===== src/rtl/core/bis_div.sv =====
// Restoring divider, one quotient bit per cycle, for the position steps.
// Depends on nothing but its parameters.
module bis_div #(
  parameter int NUM_W = 21,
  parameter int DEN_W = 11
) (
  input  logic             clk,
  input  logic             rst_n,
  input  logic             start,
  input  logic [NUM_W-1:0] dividend,
  input  logic [DEN_W-1:0] divisor,
  output logic             busy,
  output logic [NUM_W-1:0] quotient
);

  localparam int CNT_W = $clog2(NUM_W + 1);

  logic [NUM_W-1:0] num_r;
  logic [DEN_W-1:0] rem_r;
  logic [DEN_W-1:0] den_r;
  logic [CNT_W-1:0] cnt_r;
  logic [DEN_W:0]   trial;
  logic             fits;

  assign trial    = {rem_r, num_r[NUM_W-1]};
  assign fits     = trial >= {1'b0, den_r};
  assign busy     = cnt_r != '0;
  assign quotient = num_r;

  always_ff @(posedge clk) begin
    if (!rst_n) begin
      cnt_r <= '0;
    end else if (start) begin
      cnt_r <= CNT_W'(NUM_W);
    end else if (busy) begin
      cnt_r <= cnt_r - 1'b1;
    end
  end

  // Shift quotient bits in from the bottom as the dividend leaves the top.
  always_ff @(posedge clk) begin
    if (start) begin
      num_r <= dividend;
      rem_r <= '0;
      den_r <= divisor;
    end else if (busy) begin
      rem_r <= fits ? DEN_W'(trial - {1'b0, den_r}) : trial[DEN_W-1:0];
      num_r <= {num_r[NUM_W-2:0], fits};
    end
  end

endmodule


===== config.mk =====
export PLATFORM = sky130hd
export DESIGN_NAME = bis_div
export DESIGN_NICKNAME = d
export VERILOG_FILES = /design/src/rtl/core/bis_div.sv
export SDC_FILE = /design/constraint.sdc
export NUM_CORES = 1
export LEC_CHECK = 0
export BUFFER_PORTS_ARGS = -buffer_cell sky130_fd_sc_hd__buf_2
export CORE_MARGIN = 1.5
export CORE_UTILIZATION = 48
export DETAILED_ROUTE_END_ITERATION = 7
export PLACE_DENSITY = 0.75
export SETUP_SLACK_MARGIN = 0.4
export SYNTH_ARGS = -nofsm -noshare
export SYNTH_HDL_FRONTEND = slang
export SYNTH_SLANG_ARGS = --single-unit

===== constraint.sdc =====
create_clock -name clk -period 2.2 [get_ports clk]
set_clock_uncertainty 0.1 [all_clocks]
set_input_delay 0.11 -clock clk [delete_from_list [all_inputs] [get_ports clk]]
set_output_delay 0.11 -clock clk [all_outputs]
set_load 0.02 [all_outputs]

Word level (Yosys, flattened, before mapping)
Cells that the tools add are included.
{ "word_totals": {"wordCells": 17, "regBits": 48} }
{ "classes": {"magnitude_cmp": 1, "reduce_logical": 3, "n_addsub": 2, "bitwise_logic": 1, "mux": 5} }
{ "op_table": {"columns": ["cell", "n"], "rows": [
  ["$mux W21", 2],
  ["$ge A12 B11 Y1", 1],
  ["$mux W11", 1],
  ["$sub A11 B11 Y11", 1],
  ["$mux W5", 2],
  ["$reduce_bool A5 Y1", 1],
  ["$sub A5 B1 Y5 const B", 1],
  ["$reduce_bool A2 Y1", 1],
  ["$reduce_or A2 Y1", 1],
  ["$not A1 Y1", 1]
]} }

Logic depth before layout (Yosys ltp)
Gate-level depths: netlist of run 1.
{ "depth": {"ltp_word": 3, "mapped_depth": 10, "mapped_depth_nobuf": 9} }

Least setup slack after synthesis of run 1
No wires, ideal clock.
{ "synth_path": {"path_kind": "register to register", "start": "register num_r[20], in the netlist quotient[20]", "end": "register rem_r[3]", "path_stages_with_launch": 10, "arrival_ns": 2.432, "n_path_buf": 0, "period_less_slack_ns": 2.620, "setup_ns": 0.088, "path_slack_ns": -0.420, "cell_sequence": "edfxtp_1 inv_1 ha_1 fa_1 nor2b_1 o31ai_2 a31oi_2 a41oi_4 a211o_2 a311oi_2"} }
{ "synth_via": {"elab_chain_cells": 2} }
{ "synth_rtl": {"columns": ["item", "line_no", "text"], "rows": [
  ["start: declaration", "18", "logic [NUM_W-1:0] num_r;"],
  ["start signal: assignment", "43", "num_r <= dividend;"],
  ["start signal: assignment", "48", "num_r <= {num_r[NUM_W-2:0], fits};"],
  ["$sub A11 B11 Y11 or $ge A12 B11 Y1 (tied branches)", "47, 26", null],
  ["$mux W11 *", "47", "rem_r <= fits ? DEN_W'(trial - {1'b0, den_r}) : trial[DEN_W-1:0];"],
  ["end signal: assignment", "47", null],
  ["end: declaration", "19", "logic [DEN_W-1:0] rem_r;"]
]} }
Mark *: on every way between the ends. The rest lies on a longest branch, timed or not.
A chain may end at the register's enable or synchronous reset.

Final worst setup path of run 1
{ "layout_path": {"start": "register den_r[0]", "end": "register rem_r[1]"} }
{ "layout_via": {"elab_chain_cells": 2} }
{ "layout_rtl": {"columns": ["item", "line_no", "text"], "rows": [
  ["start: declaration", "20", "logic [DEN_W-1:0] den_r;"],
  ["start signal: assignment", "45", "den_r <= divisor;"],
  ["$sub A11 B11 Y11 or $ge A12 B11 Y1 (tied branches)", "47, 26", null],
  ["$mux W11 *", "47", null]
]} }
Marked as above.

==> results of run 1 <==
==> synth_stat cells, types with 4 or more instances <==
master | count | area [um2]
sky130_fd_sc_hd__mux2i_1 | 7 | 70.1
sky130_fd_sc_hd__o21ai_0 | 6 | 30.0
sky130_fd_sc_hd__o21a_1 | 5 | 37.5
sky130_fd_sc_hd__nand2_1 | 11 | 41.3
sky130_fd_sc_hd__ha_1 | 12 | 150
sky130_fd_sc_hd__inv_1 | 19 | 71.3
sky130_fd_sc_hd__dfxtp_1 | 16 | 320
sky130_fd_sc_hd__edfxtp_1 | 32 | 961
sky130_fd_sc_hd__xnor2_1 | 6 | 52.6
sky130_fd_sc_hd__a211oi_1 | 7 | 52.6
sky130_fd_sc_hd__mux2_2 | 23 | 259
sky130_fd_sc_hd__a21oi_1 | 6 | 30.0
sky130_fd_sc_hd__nand2b_1 | 4 | 25.0
sky130_fd_sc_hd__clkbuf_8 | 4 | 55.1
sky130_fd_sc_hd__nor2_1 | 25 | 93.8
==> critical path, cell delays in order, from the launching register on <==
cell                       delay, ns
sky130_fd_sc_hd__edfxtp_1       0.43
sky130_fd_sc_hd__ha_4           0.20
sky130_fd_sc_hd__fa_2           0.38
sky130_fd_sc_hd__nor2b_4        0.17
sky130_fd_sc_hd__o31ai_4        0.09
sky130_fd_sc_hd__a31oi_4        0.22
sky130_fd_sc_hd__a41oi_4        0.17
sky130_fd_sc_hd__buf_6          0.17
sky130_fd_sc_hd__mux2_4         0.32
sky130_fd_sc_hd__o31ai_4        0.23
==> per-layer routing <==
metal / vias to the layer above / wire [um] / global-route usage, %
li1: 1068 / - / -
met3: 26 / 435 / 5.00
met1: 1070 / 2860 / 28.3
met2: 91 / 3890 / 42.2
met4: 0 / 277 / 10.2
met5: - / 0 / 0
==> path summary, 6_finish.rpt <==
| kind | startpoint | end | depth (start not counted) |
|---|---|---|---|
| hold / removal | dividend[3] | quotient[3] | 2 |
| hold reg to reg | rem_r[10] | rem_r[10] | 2 |
| setup reg to reg | den_r[0] | rem_r[1] | 9 |
| setup / recovery | den_r[0] | rem_r[1] | 9 |
==> layout make-up <==
type	count	area (um2)	share of cell area, %
Multi-Input combinational cell	148	1390	35.2
Sequential cell	48	1290	32.6
Timing Repair Buffer	131	976	24.7
Inverter	20	95.1	2.41
Tap cell	70	87.6	2.22
Clock buffer	5	68.8	1.74
Clock inverter	3	46.3	1.17
==> power by group <==
group | internal [W] | switching (W)
Clock | 0.000343 | 0.000315
Combinational | 0.00140 | 0.00121
Sequential | 0.00117 | 0.000132
==> flip-flops by register name, summed over array words and instances, names as in the netlist <==
signal	count
cnt_r	5
rem_r	11
quotient	21
den_r	11
==> what timing repair did <==
item                                    in CTS  in global routing
endpoints found under the setup margin      34                 36
hold buffers                                21                  1
endpoints found under the hold margin       23                  1
cloned                                       1                  0
pin swaps                                    8                 10
gates resized for setup                     23                 27
buffers inserted                             9                  8
==> stage by stage <==
step | hold slack, ns | setup slack (ns) | instance area [um2] | setup TNS, ns | std cells
finish | 0.0112 | -0.360 | 3950 | -2.91 | 425
CTS | 0.00120 | -0.315 | 3740 | -3.16 | 416
floorplan | 0.109 | -0.345 | 2690 | -3.01 | 225
detailed placement | 0.189 | -0.405 | 3220 | -2.88 | 377
global placement | 0.186 | -0.266 | 3220 | -1.97 | 377
global route | 0.00698 | -0.432 | 3950 | -3.91 | 425
==> cells by family (layout without fill, tap and decap cells) <==
logic type | Yosys count | in the layout | share of synthesized area, %
buffers and inverters | 29 | 159 | 7.03
xor gates and xnor gates | 7 | 7 | 2.33
muxes | 30 | 30 | 12.5
DFF | 48 | 48 | 48.6
and+or+nand+nor | 56 | 56 | 9.92
AOI/OAI and AO/OA | 42 | 42 | 13.2
adders and majority gates | 13 | 13 | 6.46
==> results.cfg, run 1 <==
[finish]
antennaDiodeCount = 0
final_net_count = 402
most-common-layout-cells = 55 x sky130_fd_sc_hd__buf_2, 44 x sky130_fd_sc_hd__buf_4, 32 x sky130_fd_sc_hd__edfxtp_1, 22 x sky130_fd_sc_hd__dlygate4sd3_1, 21 x sky130_fd_sc_hd__nor2_1
share_of_post_route_cells_with_drive_strength_above_1_pct = 52.4
most_common_cell_after_layout_fill_and_taps_aside = sky130_fd_sc_hd__buf_2
fin_util_pct = 75.9
final.fill_count = 306
area_growth_syn_to_layout_pct = 49.9

[clock_network]
cts_max_level = 2
cts_clock_pin_slew_for_the_worst_setup_and_hold_paths_ns = 0.10
clock_sinks = 48
clk_root_buffer_cell = sky130_fd_sc_hd__clkbuf_8
cts_made_buffers = 5
cts_tree = yes
clock_insertion_delay_at_the_later_pin_of_the_skew_report_ns = 0.30
clock_tree.buffer_depth = 2

[placed_design]
portBuffers = 56
detailed_place_hpwl_um = 4120
gp_congestion = 0.824

[routing]
route.detailed.wl_per_inst_um = 17.5
drtAntennaViolNets = 0
remaining_drc_errors = 0
drt_first_pass_iters = 4
post_dr_vias_cell = 5.31
vias = 2255
initialDrtViolationCount = 98
drt-total-wl_um = 7460

[worst_setup_path]
rrSetupSlack_ns = -0.36
timing.critical_path.arrival_ns = 2.67
worst-path-max-fanout = 4
cp_data_required_time_ns = 2.31
crit_type = register to register
critical_path.startpoint_type = register
timing.critical_path.to_type = register

[timing]
timing.slew.headroom_pct = 60.8
fin_ws_ns = -0.360
final.period_utilization_pct = 116
finalHoldViolCount = 0
tightestPinTransition_ns = 0.588
report.final.setup_viol = 12
slew_viol_final = 0
max_clock_freq_mhz = 391
final_period_minus_worst_setup_slack_ns = 2.56
setup_repair_after_global_routing_missed_its_margin = yes

[power]
post-layout-total-power_w = 0.00458
power_density_over_cell_area_nw_per_um2 = 1160
static-leakage-power_nw = 1.71
maximum_vdd_ir_drop_mv = 0.782

[floorplan]
die_width_um = 77.1
design.die.area_um2 = 5940
io-pin-count = 57
start_util_pct = 50.6
core_area_um2 = 5200
floorplan.rows = 26
dieHeight_um = 77.1

[min_path]
hold_path.class = primary input to register

[yosys]
ys.flop_type = sky130_fd_sc_hd__edfxtp_1
async_flop_share_pct = 0
synth.avg_cell_area_um2 = 11.7
post_synth_instance_area_um2 = 2640
number_of_flops_mapped_to_enable_cells_by_yosys = 32
postSynthNetCount = 273
netlist_instances = 225
ys_ff_latch = 48
ys_seq_area_share_pct = 48.6
ys_warn_count = 0
netlist-cell-type-count = 43

[outcome]
failed_checks = setup timing
run_status = finished with violations

[global_route]
globalRouteOverflowTotal = 0
antenna_violations_before_repair = 0
first_pass_grt_wire_length_um = 11200
grt_max_degree = 26
groute.usage.overall_pct = 24.0
first_global_vias = 2391

[flow_run]
count_of_max_cap_constraint_violations = 0
Power figures use the tool's default switching activity.
==> inputs of run 2 (changes only) <==
--- a/config.mk
+++ b/config.mk
@@ -6,7 +6,7 @@
 export NUM_CORES = 1
 export LEC_CHECK = 0
 export BUFFER_PORTS_ARGS = -buffer_cell sky130_fd_sc_hd__buf_2
-export CORE_MARGIN = 1.5
+export CORE_MARGIN = 4
 export CORE_UTILIZATION = 48
 export DETAILED_ROUTE_END_ITERATION = 7
 export PLACE_DENSITY = 0.75
==> run 2 against run 1 <==
Against the previous run:
- the flow still finishes with violations (setup timing)
- clock power shrank 20%
- global-route usage shrank 5.1 points
- critical path depth stayed put
- non-clock buffer count down 5
- wire length shrank 15%
- total power decreased by 7.0%
- die area rose by 13%
- setup slack improved by 0.055 ns
- sequential power hardly changed
- utilization is 2.5 points lower
- largest cell class unchanged
- highest routed layer unchanged
==> results.cfg, run 2 (same netlist as run 1, synthesis figures left out) <==
[outcome]
run_status = finished with violations
failed_checks = setup timing

[clock_network]
cts_max_level = 2
cts_tree = yes
clock_tree.buffer_depth = 2
clock_sinks = 48
clock_insertion_delay_at_the_later_pin_of_the_skew_report_ns = 0.31
cts_made_buffers = 5
cts_clock_pin_slew_for_the_worst_setup_and_hold_paths_ns = 0.09
clk_root_buffer_cell = sky130_fd_sc_hd__clkbuf_8

[finish]
sequential_cell_area_um2 = 1290
final_net_count = 397
antennaDiodeCount = 0
most-common-layout-cells = 55 x sky130_fd_sc_hd__buf_2, 45 x sky130_fd_sc_hd__buf_4, 32 x sky130_fd_sc_hd__edfxtp_1, 22 x sky130_fd_sc_hd__nor2_1, 20 x sky130_fd_sc_hd__mux2_2
share_of_post_route_cells_with_drive_strength_above_1_pct = 52.0
fin_area_um2 = 3820
area_growth_syn_to_layout_pct = 45.0
area_occupied_by_multi_input_gates_um2 = 1350
final.fill_count = 328
number_of_flip_flops_under_the_largest_register_name = 21
most_common_cell_after_layout_fill_and_taps_aside = sky130_fd_sc_hd__buf_2

[timing]
timing.slew.headroom_pct = 61.8
slew_viol_final = 0
tightestPinTransition_ns = 0.573
final.period_utilization_pct = 114
max_clock_freq_mhz = 399
worst_hold_slack_ns = 0.00351
report.final.setup_viol = 12
final_period_minus_worst_setup_slack_ns = 2.51
setup_repair_after_global_routing_missed_its_margin = yes
fin_ws_ns = -0.305
finalHoldViolCount = 0

[floorplan]
start_util_pct = 50.6
floorplan.rows = 26
dieHeight_um = 82.1
design.die.area_um2 = 6740
core_area_um2 = 5200
die_width_um = 82.1
io-pin-count = 57

[worst_setup_path]
critical_path.startpoint_type = register
crit_path_frequent_cell = sky130_fd_sc_hd__buf_6
critical_path.cell_chain = ha_4 -> buf_6 -> nand3_2 -> nor4_2 -> or4_4 -> a41oi_4 -> buf_6 -> mux2i_2 -> a211oi_2
timing.rr.end = rem_r[8]
worst-path-max-fanout = 8
ff2ff_path_depth = 9
worst_path_largest_cell_delay_ns = 0.44
timing.critical_path.to_type = register
regToRegStartpoint = rem_r[9]
crit_type = register to register
cp_data_required_time_ns = 2.30
rrSetupSlack_ns = -0.31
timing.critical_path.arrival_ns = 2.60
critical_path.slowest_cell = sky130_fd_sc_hd__dfxtp_1

[routing]
drt_first_pass_iters = 4
vias = 2143
post_dr_vias_cell = 5.10
drtAntennaViolNets = 0
drt-total-wl_um = 6340
route.detailed.wl_per_inst_um = 15.1
initialDrtViolationCount = 116
remaining_drc_errors = 0

[flow_run]
count_of_max_cap_constraint_violations = 0

[global_route]
groute.usage.overall_pct = 19.0
first_pass_grt_wire_length_um = 9580
first_global_vias = 2045
grt_max_degree = 26
antenna_violations_before_repair = 0
globalRouteOverflowTotal = 0

[placed_design]
gp_congestion = 0.884
dpl_worst_slack_ns = -0.364
post_placement_cell_area_um2 = 3230
portBuffers = 56
detailed_place_hpwl_um = 4120

[min_path]
hold_path.class = primary input to register
worstHoldEndpoint = quotient[13]
hold_path_depth = 2
worstHoldStart = dividend[13]

[power]
power_density_over_cell_area_nw_per_um2 = 1110
maximum_vdd_ir_drop_mv = 0.618
static-leakage-power_nw = 1.66
post-layout-total-power_w = 0.00426
run 2: stage by stage:
stage | util (%) | std cells | TNS [ns]
finish | 73.4 | 420 | -2.99
global route | 73.4 | 420 | -3.90
CTS | 70.1 | 409 | -2.97
detailed placement | 62.1 | 379 | -3.57
global placement | 62.1 | 379 | -2.67
floorplan | - | 225 | -3.01
run 2: layout make-up:
class / count / area share [%]
clock buffer: 7 / 2.00
clock inverter: 1 / 0.229
inverter: 20 / 2.39
multi-input combinational: 148 / 35.3
timing repair buffer: 126 / 24.1
tap: 70 / 2.29
sequential: 48 / 33.7
run 2: worst max-delay path by stage:
stage	cells after the start	startpoint	endpoint
after floorplan	9	quotient[20]	rem_r[3]
final	9	rem_r[9]	rem_r[8]
after global routing	10	quotient[20]	rem_r[9]
after global placement	10	quotient[20]	rem_r[9]
after CTS	8	den_r[0]	rem_r[3]
after detailed placement	10	quotient[20]	rem_r[9]
run 2: report_power, final:
part / internal [W] / switching (W) / total (W)
Sequential: 0.00117 / 0.000122 / 0.00129
Clock: 0.000228 / 0.000297 / 0.000524
Combinational: 0.00130 / 0.00114 / 0.00244
run 2: critical path, delay by kind of cell, from the launching register on:
| family | cells | cell delay [ns] |
|---|---|---|
| AND/OR/NAND/NOR | 3 | 0.55 |
| AO/OA/AOI/OAI | 2 | 0.49 |
| flip-flops | 1 | 0.44 |
| buffers and inverters | 2 | 0.33 |
| adder cells (fa/ha/maj) | 1 | 0.26 |
| multiplexers | 1 | 0.22 |
run 2: what timing repair did:
item,in CTS,in global routing
pin swaps,6,18
endpoints found under the setup margin,34,35
endpoints found under the hold margin,15,4
resized for setup,23,25
cloned,1,0
buffers inserted,8,7
hold buffers,13,4
run 2: routing by layer:
| metal | part of all wire, % | vias up | wire (um) | GRT usage, % |
|---|---|---|---|---|
| met5 | 0 | - | 0 | 0 |
| met4 | 2.4 | 0 | 150 | 5.98 |
| met3 | 6.1 | 14 | 388 | 4.88 |
| met2 | 52 | 66 | 3320 | 33.2 |
| met1 | 39 | 1001 | 2480 | 22.8 |
| li1 | - | 1062 | - | - |
